$ cat config.mk
export PLATFORM = sky130hd
export DESIGN_NAME = nbsm_decode
export DESIGN_NICKNAME = d
export VERILOG_FILES = /design/src/sv/nbsm_pkg.sv /design/src/sv/nbsm_decode.sv
export SDC_FILE = /design/constraint.sdc
export NUM_CORES = 1
export LEC_CHECK = 0
export BUFFER_PORTS_ARGS = -buffer_cell sky130_fd_sc_hd__buf_2
export CORE_MARGIN = 2
export CORE_UTILIZATION = 36
export DETAILED_ROUTE_END_ITERATION = 8
export PLACE_DENSITY = 0.9
export SYNTH_ARGS = -nofsm -noshare
export SYNTH_HDL_FRONTEND = slang
export SYNTH_SLANG_ARGS = --single-unit
$ cat constraint.sdc
create_clock -name vclk -period 3
set_input_delay 0.6 -clock vclk [all_inputs]
set_output_delay 0.6 -clock vclk [all_outputs]
set_load 0.03 [all_outputs]
$ cat src/sv/nbsm_pkg.sv
package nbsm_pkg;

    // Image store size, default for the top level parameter
    localparam int IMAGE_BYTES_DEF = 1048576;

    // Field widths
    localparam int ADDR_W  = 16;
    localparam int DATA_W  = 8;
    localparam int IPOS_W  = 20;
    localparam int CIDX_W  = 8;
    localparam int CDAT_W  = 16;
    localparam int PAGE_W  = 12;   // 4 KiB windows
    localparam int BANKS   = 8;
    localparam int BANK_W  = 3;

    // Word kinds
    localparam logic OP_BUS  = 1'b0;
    localparam logic OP_LOAD = 1'b1;

    // Decode constants
    localparam logic [ADDR_W-1:0] VEC_LO        = 16'hFFFC;
    localparam logic [ADDR_W-1:0] VEC_HI        = 16'hFFFD;
    localparam logic [ADDR_W-1:0] BANK_REG_BASE = 16'h5FF8;
    localparam logic [DATA_W-1:0] FILL_BYTE     = 8'hFF;

    // Configuration register indexes
    localparam logic [CIDX_W-1:0] REG_BANKING_ENABLE    = 8'd0;
    localparam logic [CIDX_W-1:0] REG_FLAT_BASE         = 8'd1;
    localparam logic [CIDX_W-1:0] REG_FAKE_RESET_ENABLE = 8'd2;
    localparam logic [CIDX_W-1:0] REG_FAKE_RESET_VECTOR = 8'd3;

    localparam logic [ADDR_W-1:0] FLAT_BASE_RST = 16'h8000;

    typedef logic [BANKS-1:0][DATA_W-1:0] bank_file_t;

    // Per-word decode result
    typedef struct packed {
        logic              drive;     // block drives the data bus
        logic              from_ram;  // byte comes from the image store
        logic [DATA_W-1:0] rd_byte;   // byte when not from the store
        logic              ram_we;    // image load
        logic              bank_we;   // bank register write
        logic [BANK_W-1:0] bank_idx;
    } dec_t;

endpackage

$ cat src/sv/nbsm_decode.sv
module nbsm_decode #(
    parameter int IMAGE_BYTES = nbsm_pkg::IMAGE_BYTES_DEF
) (
    input  logic                              opcode,
    input  logic                              chip_select,
    input  logic                              read_not_write,
    input  logic [nbsm_pkg::ADDR_W-1:0]       cpu_address,
    input  logic [nbsm_pkg::IPOS_W-1:0]       image_address,
    input  logic                              banking_enable,
    input  logic [nbsm_pkg::ADDR_W-1:0]       flat_base,
    input  logic                              fake_reset_enable,
    input  logic [nbsm_pkg::ADDR_W-1:0]       fake_reset_vector,
    input  nbsm_pkg::bank_file_t              banks,
    output nbsm_pkg::dec_t                    dec,
    output logic [$clog2(IMAGE_BYTES)-1:0]    rd_addr,
    output logic [$clog2(IMAGE_BYTES)-1:0]    wr_addr
);

    localparam int IDX_W = $clog2(IMAGE_BYTES);
    localparam logic [nbsm_pkg::IPOS_W:0] IMG_LIMIT = (nbsm_pkg::IPOS_W+1)'(IMAGE_BYTES);

    logic                              is_bank_reg;
    logic [nbsm_pkg::BANK_W-1:0]       sel_idx;
    logic [nbsm_pkg::DATA_W-1:0]       sel_bank;
    logic [nbsm_pkg::ADDR_W-1:0]       flat_off;
    logic [nbsm_pkg::IPOS_W-1:0]       pos;
    logic                              pos_ok;
    logic                              load_ok;

    assign is_bank_reg = (cpu_address[nbsm_pkg::ADDR_W-1:nbsm_pkg::BANK_W]
                          == nbsm_pkg::BANK_REG_BASE[nbsm_pkg::ADDR_W-1:nbsm_pkg::BANK_W]);
    // one bank read port: register access or window lookup, never both
    assign sel_idx  = is_bank_reg ? cpu_address[nbsm_pkg::BANK_W-1:0]
                                  : cpu_address[nbsm_pkg::PAGE_W +: nbsm_pkg::BANK_W];
    assign sel_bank = banks[sel_idx];
    assign flat_off = cpu_address - flat_base;
    assign pos      = banking_enable
                    ? {sel_bank, cpu_address[nbsm_pkg::PAGE_W-1:0]}
                    : {{(nbsm_pkg::IPOS_W-nbsm_pkg::ADDR_W){1'b0}}, flat_off};
    assign pos_ok   = ({1'b0, pos} < IMG_LIMIT);
    assign load_ok  = ({1'b0, image_address} < IMG_LIMIT);
    assign rd_addr  = pos[IDX_W-1:0];
    assign wr_addr  = image_address[IDX_W-1:0];

    always_comb
    begin
        dec          = '0;
        dec.bank_idx = cpu_address[nbsm_pkg::BANK_W-1:0];
        if (opcode == nbsm_pkg::OP_LOAD)
        begin
            dec.ram_we = load_ok;
        end
        else if (chip_select)
        begin
            if (fake_reset_enable && read_not_write && cpu_address == nbsm_pkg::VEC_LO)
            begin
                dec.drive   = 1'b1;
                dec.rd_byte = fake_reset_vector[7:0];
            end
            else if (fake_reset_enable && read_not_write
                     && cpu_address == nbsm_pkg::VEC_HI)
            begin
                dec.drive   = 1'b1;
                dec.rd_byte = fake_reset_vector[15:8];
            end
            else if (banking_enable)
            begin
                if (is_bank_reg)
                begin
                    if (read_not_write)
                    begin
                        dec.drive   = 1'b1;
                        dec.rd_byte = sel_bank;
                    end
                    else
                    begin
                        dec.bank_we = 1'b1;
                    end
                end
                else if (cpu_address[nbsm_pkg::ADDR_W-1] && read_not_write)
                begin
                    dec.drive    = 1'b1;
                    dec.from_ram = pos_ok;
                    dec.rd_byte  = pos_ok ? '0 : nbsm_pkg::FILL_BYTE;
                end
            end
            else if (cpu_address >= flat_base && read_not_write)
            begin
                dec.drive    = 1'b1;
                dec.from_ram = pos_ok;
                dec.rd_byte  = pos_ok ? '0 : nbsm_pkg::FILL_BYTE;
            end
        end
    end

endmodule

==> results by group, run 1 <==
Routing
  – Final antenna-violating net count: 0
  – WL/cell: 15.5 um
  – Via count: 3276
  – Via density: 5.50
  – WL final: ~9200 um
  – Detailed-route DRC error count: 0
  – First-pass iteration count of the detailed router: 5
  – DRT iter0 DRCs: approximately 150

GRT
  – Initial antenna violation count: 0
  – M2 GR Usage: 0.496
  – First-pass GRT wire length: about 13000 um
  – Met3 Use GR: 0.0192
  – Total Routing Usage GR: 0.247
  – Met1 track demand over resource: 0.262
  – Vias in the first global route: between 3000 and 4000
  – Largest net degree at the start of global routing: 31
  – Total gr overflow: 0
  – GR peak layer: met2

Setup path
  – Arr. time, crit path: 2.58 ns
  – Data required, critical path: approximately 2.4 ns
  – Crit end category: output pin
  – Crit Path Max Fanout: 7
  – CP startpoint: cpu_address[0]
  – Crit Path Category: input pin to output pin
  – Most frequent CP cell: buf_6
  – Max incr delay on CP: between 0.3 and 0.4 ns
  – Crit start category: input pin
  – Slowest CP cell: or3_4
  – Critical path cell sequence: buf_12 > buf_6 > or3_4 > o41ai_4 > buf_6 > clkbuf_16 > nand2_1 > nand3_1 > nand4_1 > o22ai_1 > o211a_1 > buf_6

Yosys
  – Seq/Total Area, Yosys: 0
  – Synth warn: 0
  – Synthesized area: about 2100 sq um
  – Mapped Nets: roughly 500
  – Synth cell types: 47
  – Synth Instances: 348
  – Avg Cell Area, Syn: between 5 and 6 sq um

Outcome
  – Status: complete, but fails checks
  – Failing checks: negative setup slack

Floorplan
  – Initial core utilization: 0.375
  – Top-Level Pins: 192
  – # rows: 27
  – Die height: around 80 um
  – Die Span X: ~80 um
  – Die ar.: ~6400 sq um
  – Total core area: 5540 sq um

Pwr
  – Power per cell area: between 150 and 200 nW/um^2
  – Max IR drop VDD: about 0.00012 V
  – Leakage: roughly 1.9 nW

STA
  – Worst Tran Pin Value: roughly 0.42 ns
  – Period utilisation layout: 1.06
  – Fmax: ~0.31 GHz
  – RSZ-0062 raised after global routing: yes
  – Setup TNS: -2.06 ns
  – Final Max Tran Viols: 0
  – Final hold violation count: 0
  – Finish-stage setup viols: 18
  – Tmin final: around 3.2 ns
  – Slew headroom: 0.718
  – Setup WS post-layout: -0.179 ns

Finish
  – Area Overhead vs Synth: 74.9%
  – Final std cells w/o fill: ~600
  – Register area: 0 sq um
  – Num sequential: 0
  – Nets: between 600 and 700
  – Core Util, Final: 0.656
  – Share of layout cells above drive strength 1: 0.525
  – Inserted Diodes: 0
  – Number of clock buffers in the layout: 0

Worst hold path
  – Min-Delay Path Class: input pin to output pin
  – Hold depth: 0
  – Hold Crit Start: image_address[19]

Placed design
  – Placed cells: slightly below 600
  – Port Buffers: about 150
  – GP Congestion: roughly 0.88
  – DP HPWL: around 7100 um

Clock tree
  – CTS Hold Bufs: 0

Run
  – Max_cap viols: 0
## Yosys cell counts, types with 2 or more instances
master / number / area, sq um
nor2b_1: 3 / 18.8
or2_2: 3 / 18.8
nor3_1: 4 / 20.0
xor2_1: 6 / 52.6
buf_4: 25 / 188
a31oi_1: 2 / 12.5
and4_1: 3 / 26.3
a21o_1: 4 / 30.0
xnor2_1: 8 / 70.1
or3_1: 2 / 12.5
mux2i_1: 6 / 60.1
clkbuf_1: 6 / 22.5
a21oi_1: 12 / 60.1
o41a_1: 2 / 22.5
o211ai_1: 2 / 15.0
buf_2: 6 / 30.0
nand3_1: 27 / 135
o21ai_0: 18 / 90.1
inv_1: 25 / 93.8
nand3b_1: 2 / 15.0
nor2_1: 23 / 86.3
nand2b_1: 3 / 18.8
nand2_1: 77 / 289
and2_1: 2 / 12.5
ha_1: 16 / 200
o211a_1: 8 / 80.1
o22ai_1: 9 / 56.3
o2111ai_1: 2 / 17.5
nand4_1: 23 / 144
a211oi_1: 2 / 15.0
## final timing paths
kind           to
max       dec[10]
min   wr_addr[19]
## power breakdown
group / switching, W / total (W) / leakage (nW) / internal (W)
clock network: 0 / 0 / 0 / 0
registers: 0 / 0 / 0 / 0
logic: 0.000384 / 0.000710 / 1.91 / 0.000326
total: 0.000384 / 0.000710 / 1.91 / 0.000326
## metrics by stage
stage / setup WS, ns / hold slack (ns) / power [W] / cell area [sq um]
after CTS: -0.146 / 1.20 / 0.000635 / 3340
after floorplan: -0.0157 / 1.32 / 0.000397 / 2160
after global routing: -0.247 / 1.20 / 0.000760 / 3630
final: -0.179 / 1.20 / 0.000710 / 3630
after global placement: -0.291 / 1.20 / 0.000594 / 3170
after detailed placement: -0.318 / 1.20 / 0.000603 / 3170
## layer usage
layer / wire length, um / vias up
li1: - / 1567
met1: 3440 / 1476
met2: 4790 / 193
met3: 624 / 40
met4: 363 / 0
met5: 0 / -
## cell usage in the layout, fill, tap and decap left out, drive strengths merged, types with 2 or more instances in the layout
cell     instances
a31oi            2
nor2            23
xor2             6
and4             3
nor3             4
and2             2
nand4           23
inv             25
buf            212
nand3           27
o22ai            9
nand2b           3
or2              3
o41a             2
o211a            8
xnor2            8
nand2           77
a211oi           2
o21ai           19
a21o             4
mux2i            6
clkbuf           2
or3              3
o211ai           2
ha              16
nor2b            3
nand3b           2
a21oi           13
o2111ai          2
## critical path, delay by kind of cell
kind,cells,cell delay (ns)
buf+inv,5,0.68
simple gates,4,0.66
compound gates,3,0.64
## logic make-up after synthesis
| group | after synthesis | share of synthesized area |
|---|---|---|
| compound gates | 72 | 0.246 |
| buf+inv | 64 | 0.164 |
| mux | 6 | 0.0289 |
| simple gates | 175 | 0.395 |
| xor+xnor | 14 | 0.0590 |
| fa+ha+maj | 17 | 0.106 |
## area by class of cell
cell class         count  area (sq um)
inverters             26           110
repair buffers       214          1430
multi-input cells    284          2000
fillers              474          1910
well taps             72          90.1
## timing repair
item                                    CTS  global route
pin swaps                                11            29
setup buffers                             1             2
endpoints found under the setup margin   22            21
cloned                                    2             2
resized for setup                        44            63
No activity file was read; power rests on OpenSTA's default activity.
==> run 2: changes to the inputs <==
- MAX_ROUTING_LAYER: unset -> met4
==> results by group, run 2 (synthesized netlist as in run 1, its figures left out) <==
STA
  – Setup WS post-layout: -0.230 ns (-0.0511 ns)
  – Slew headroom: 0.702 (-0.0153)
  – RSZ-0062 raised after global routing: yes
  – Final hold violation count: 0 (unchanged)
  – Tmin final: 3.23 ns (+0.0511 ns)
  – Finish-stage setup viols: 20 (+2)
  – Period utilisation layout: 1.08 (+0.0170)
  – Worst Tran Pin Value: 0.444 ns (+0.0203 ns)
  – Fmax: 0.310 GHz (-1.6%)
  – Final Max Tran Viols: 0 (unchanged)

Finish
  – Finished Cell Area: 3670 sq um (+1.0%)
  – Number of clock buffers in the layout: 0 (unchanged)
  – Area Overhead vs Synth: 76.6%
  – Num sequential: 0 (unchanged)
  – Core Util, Final: 0.662 (+0.00655)
  – Share of layout cells above drive strength 1: 0.516 (-0.00862)
  – Nets: 681 (+0.15%)
  – Register area: 0 sq um (unchanged)
  – Inserted Diodes: 0 (unchanged)
  – Commonest non-fill, non-tap cell in the layout: buf_2
  – Most frequent cells in the layout: buf_2 (130), nand2_1 (69), buf_4 (58)

Routing
  – Via density: 5.73 (+4.2%)
  – Detailed-route DRC error count: 0 (unchanged)
  – Via count: 3419 (+4.4%)
  – First-pass iteration count of the detailed router: 6 (+1)
  – Final antenna-violating net count: 0 (unchanged)
  – DRT iter0 DRCs: 217 (+41%)
  – WL/cell: 16.7 um (+7.9%)
  – WL final: 9960 um (+8.1%)

Worst hold path
  – Worst Hold End: wr_addr[19]
  – Hold Crit Start: image_address[19]
  – Hold depth: 0 (unchanged)
  – Min-Delay Path Class: input pin to output pin

Setup path
  – Crit start category: input pin
  – Arr. time, crit path: 2.63 ns (+0.05 ns)
  – Data required, critical path: 2.40 ns (about the same)
  – Crit end category: output pin
  – Crit Path Category: input pin to output pin
  – Crit Path Max Fanout: 2 (-5)

GRT
  – First-pass GRT wire length: 13300 um (+2.7%)
  – Initial antenna violation count: 0 (unchanged)
  – Total Routing Usage GR: 0.260 (+0.0132)
  – Largest net degree at the start of global routing: 31 (unchanged)
  – Total gr overflow: 0 (unchanged)
  – Vias in the first global route: 3107 (+1.9%)

Pwr
  – Leakage: 1.93 nW (+1.4%)
  – Max IR drop VDD: 0.000139 V (+18%)
  – Power per cell area: 198 nW/um^2 (+1.3%)

Floorplan
  – Top-Level Pins: 192 (unchanged)
  – Die Span X: 80.0 um (unchanged)
  – Die height: 80.0 um (unchanged)
  – Initial core utilization: 0.375 (unchanged)
  – Total core area: 5540 sq um (unchanged)
  – Die ar.: 6390 sq um (unchanged)
  – # rows: 27 (unchanged)

Run
  – Max_cap viols: 0 (unchanged)

Placed design
  – Port Buffers: 152 (unchanged)
  – DP HPWL: 7110 um (unchanged)
  – GP Congestion: 0.914 (+4.1%)
  – Post-DP Area: 3170 sq um (-0.24%)

Outcome
  – Failing checks: negative setup slack
  – Status: complete, but fails checks

Clock tree
  – CTS Hold Bufs: 0 (unchanged)
==> run 2: cell count changes in the layout (fill, tap and decap cells not counted), sizes merged <==
cell	change
buf	+1
==> run 2: routing by layer <==
metal / wire [um] / GRT usage / part of all wire / vias up
li1: - / - / - / 1567
met1: 3360 / 0.250 / 0.34 / 1552
met2: 5210 / 0.525 / 0.52 / 243
met3: 980 / 0.0362 / 0.098 / 57
met4: 408 / 0.0814 / 0.041 / 0
met5: 0 / - / 0 / -
==> run 2: worst max path at each step <==
| stage | start | endpoint | slack (ns) | cells past startpoint |
|---|---|---|---|---|
| after floorplan | cpu_address[0] | rd_addr[14] | -0.02 | 11 |
| after global placement | cpu_address[0] | dec[13] | -0.29 | 12 |
| after detailed placement | cpu_address[0] | dec[13] | -0.33 | 12 |
| after CTS | cpu_address[0] | dec[9] | -0.16 | 11 |
| after global routing | cpu_address[0] | dec[13] | -0.29 | 13 |
| final | cpu_address[0] | dec[13] | -0.23 | 13 |
==> run 2: cell type report <==
type | count | area [sq um]
inverters | 26 | 110
multi-input cells | 284 | 2020
repair buffers | 215 | 1440
well taps | 72 | 90.1
fillers | 481 | 1870
==> run 2: worst max-delay path, stage by stage <==
cell      delay [ns]
buf_12          0.08
buf_12          0.10
inv_12          0.03
ha_4            0.16
fa_2            0.34
nand2b_4        0.16
a211oi_4        0.28
o21ai_2         0.12
a31oi_4         0.25
o21ai_2         0.09
a21oi_2         0.15
and2_4          0.16
buf_6           0.12
==> run 2: power by group <==
part / leakage (nW) / switching [W] / total [W] / internal, W
Sequential: 0 / 0 / 0 / 0
Clock: 0 / 0 / 0 / 0
Combinational: 1.93 / 0.000397 / 0.000726 / 0.000329
Total: 1.93 / 0.000397 / 0.000726 / 0.000329
==> run 2: what timing repair did <==
item / 4_1_cts / 5_1_grt
cloned: 0 / 3
resized for setup: 51 / 48
endpoints found under the setup margin: 22 / 21
pin swaps: 9 / 25
buffers inserted: 2 / 4
==> run 2: per-stage QoR <==
step	hold slack (ns)	setup TNS [ns]	setup WS, ns	instances	power [W]
2_1_floorplan	1.32	-0.0211	-0.0157	348	0.000397
3_3_place_gp	1.20	-3.32	-0.288	588	0.000592
3_5_place_dp	1.20	-4.06	-0.331	588	0.000601
4_1_cts	1.20	-1.51	-0.163	590	0.000640
5_1_grt	1.20	-3.86	-0.292	597	0.000775
6_report	1.20	-2.45	-0.230	597	0.000726
==> run 3: changes to the inputs <==
- ABC_AREA: unset -> 1
- CORE_UTILIZATION: 36 -> 39
==> results by group, run 3 <==
Outcome
  – Status: complete, but fails checks
  – Failing checks: negative setup slack

Setup path
  – Data required, critical path: 2.40 ns (about the same)
  – Crit Path Max Fanout: 8 (+6)
  – Crit start category: input pin
  – Crit Path Category: input pin to output pin
  – Crit end category: output pin
  – Arr. time, crit path: 2.42 ns (-0.21 ns)

Floorplan
  – Die height: 84.4 um (+5.6%)
  – Initial core utilization: 0.400 (+0.0246)
  – Total core area: 6310 sq um (+14%)
  – # rows: 29 (+7.4%)
  – Die ar.: 7130 sq um (+11%)
  – Top-Level Pins: 192 (unchanged)
  – Die Span X: 84.4 um (+5.6%)

STA
  – Tmin final: 3.02 ns (-0.210 ns)
  – Setup WS post-layout: -0.0206 ns (+0.210 ns)
  – Final hold violation count: 0 (unchanged)
  – Hold Slack: 1.20 ns (unchanged)
  – Period utilisation layout: 1.01 (-0.0699)
  – RSZ-0062 raised after global routing: yes
  – Final Max Tran Viols: 0 (unchanged)
  – Setup TNS: -0.0258 ns (+2.43 ns)
  – Finish-stage setup viols: 2 (-90%)
  – Fmax: 0.331 GHz (+6.9%)
  – Slew headroom: 0.732 (+0.0296)
  – Worst Tran Pin Value: 0.401 ns (-0.0431 ns)

Finish
  – Most frequent cells in the layout: buf_2 (130), nand2_1 (94), inv_1 (91)
  – Nets: 810 (+19%)
  – Multi-input logic area: 2120 sq um (+4.6%)
  – Filler instances: 633 (+32%)
  – Number of clock buffers in the layout: 0 (unchanged)
  – Finished Cell Area: 3870 sq um (+5.4%)
  – Area Overhead vs Synth: 53.3%
  – Register area: 0 sq um (unchanged)
  – Inserted Diodes: 0 (unchanged)
  – Num sequential: 0 (unchanged)
  – Share of layout cells above drive strength 1: 0.401 (-0.116)
  – Commonest non-fill, non-tap cell in the layout: buf_2

Run
  – Max_cap viols: 0 (unchanged)

Worst hold path
  – Worst Hold End: wr_addr[0]
  – Hold depth: 0 (unchanged)
  – Min-Delay Path Class: input pin to output pin
  – Hold Crit Start: image_address[0]

Placed design
  – DP HPWL: 8230 um (+16%)
  – Port Buffers: 152 (unchanged)
  – Post-DP Area: 3400 sq um (+7.5%)
  – GP Congestion: 0.963 (+5.4%)

Routing
  – WL final: 10700 um (+7.4%)
  – Final antenna-violating net count: 0 (unchanged)
  – DRT iter0 DRCs: 319 (+47%)
  – Via density: 5.51 (-3.8%)
  – WL/cell: 14.6 um (-12%)
  – First-pass iteration count of the detailed router: 6 (unchanged)
  – Detailed-route DRC error count: 0 (unchanged)
  – Via count: 4028 (+18%)

Yosys
  – Yosys top cell by area: nand3_1
  – Synth Instances: 502 (+44%)
  – Synth cell count leaders: nand2_1 (104), nand3_1 (103), inv_1 (98), a21oi_1 (39)
  – Top cell type's share of synthesized area: 0.204 (+0.0652)
  – Synth cell types: 35 (-26%)
  – Mapped Nets: 656 (+31%)
  – Seq/Total Area, Yosys: 0 (unchanged)
  – Synthesized area: 2520 sq um (+21%)
  – Avg Cell Area, Syn: 5.02 sq um (-16%)
  – Synth area leaders: nand3_1 (20%), nand2_1 (15%), inv_1 (15%), ha_1 (7.9%), a21oi_1 (7.7%)
  – Synth warn: 0 (unchanged)
  – Most numerous cell in the Yosys netlist: nand2_1

GRT
  – Initial antenna violation count: 0 (unchanged)
  – Total Routing Usage GR: 0.266 (+0.00609)
  – First-pass GRT wire length: 15800 um (+19%)
  – Vias in the first global route: 3462 (+11%)
  – Total gr overflow: 0 (unchanged)
  – Largest net degree at the start of global routing: 30 (-3.2%)

Pwr
  – Power per cell area: 171 nW/um^2 (-14%)
  – Max IR drop VDD: 0.000104 V (-25%)
  – Leakage: 2.25 nW (+17%)
  – Total Power: 0.000661 W (-9.0%)
==> run 3: critical path: stages <==
cell	delay (ns)
buf_2	0.15
inv_2	0.09
nand2_2	0.07
nor3_4	0.30
nand3_2	0.16
nand2_4	0.16
clkbuf_16	0.18
nand3_1	0.08
nand3_1	0.12
nand4_1	0.14
a21oi_1	0.18
buf_4	0.18
==> run 3: what timing repair did <==
action                     CTS  global route
gates cloned                 0             1
buffers inserted             2             7
resized for setup           20            93
hold buffers                 0             0
pin swaps                    9            33
setup endpoints to repair   11            19
==> run 3: where the power goes <==
part | internal, W | switching, W | leakage (nW)
Sequential | 0 | 0 | 0
Combinational | 0.000277 | 0.000384 | 2.25
Clock | 0 | 0 | 0
Total | 0.000277 | 0.000384 | 2.25
==> run 3: cell type report <==
class              count  share of cell area
inverters            104               0.106
multi-input cells    358               0.548
well taps             77              0.0249
repair buffers       192               0.322
==> run 3: worst max-delay path by stage <==
stage | startpoint | slack [ns] | depth (start not counted) | to
floorplan | cpu_address[0] | 0.06 | 12 | rd_addr[12]
global placement | cpu_address[0] | -0.16 | 16 | rd_addr[14]
CTS | cpu_address[0] | -0.01 | 16 | rd_addr[14]
finish | cpu_address[13] | -0.02 | 12 | dec[10]
global route | cpu_address[0] | -0.14 | 16 | rd_addr[14]
detailed placement | cpu_address[0] | -0.21 | 16 | rd_addr[14]
==> run 3: layer usage <==
metal / track usage / up-vias / part of all wire
li1: - / 1921 / -
met1: 0.326 / 1822 / 0.39
met2: 0.488 / 254 / 0.50
met3: 0.0118 / 31 / 0.085
met4: 0.0476 / 0 / 0.025
met5: - / - / 0
==> run 3: cells by family after synthesis <==
| family | synth area share |
|---|---|
| and+or+nand+nor | 0.502 |
| AOI/OAI and AO/OA | 0.147 |
| adders and majority gates | 0.0873 |
| buffers and inverters | 0.256 |
| xor gates and xnor gates | 0.00695 |
==> run 3: per-stage QoR <==
| step | instances | worst slack (ns) | utilization |
|---|---|---|---|
| floorplan | 502 | 0.0622 | - |
| global placement | 721 | -0.158 | 0.539 |
| detailed placement | 721 | -0.215 | 0.539 |
| CTS | 723 | -0.0136 | 0.552 |
| global route | 731 | -0.139 | 0.612 |
| finish | 731 | -0.0206 | 0.612 |
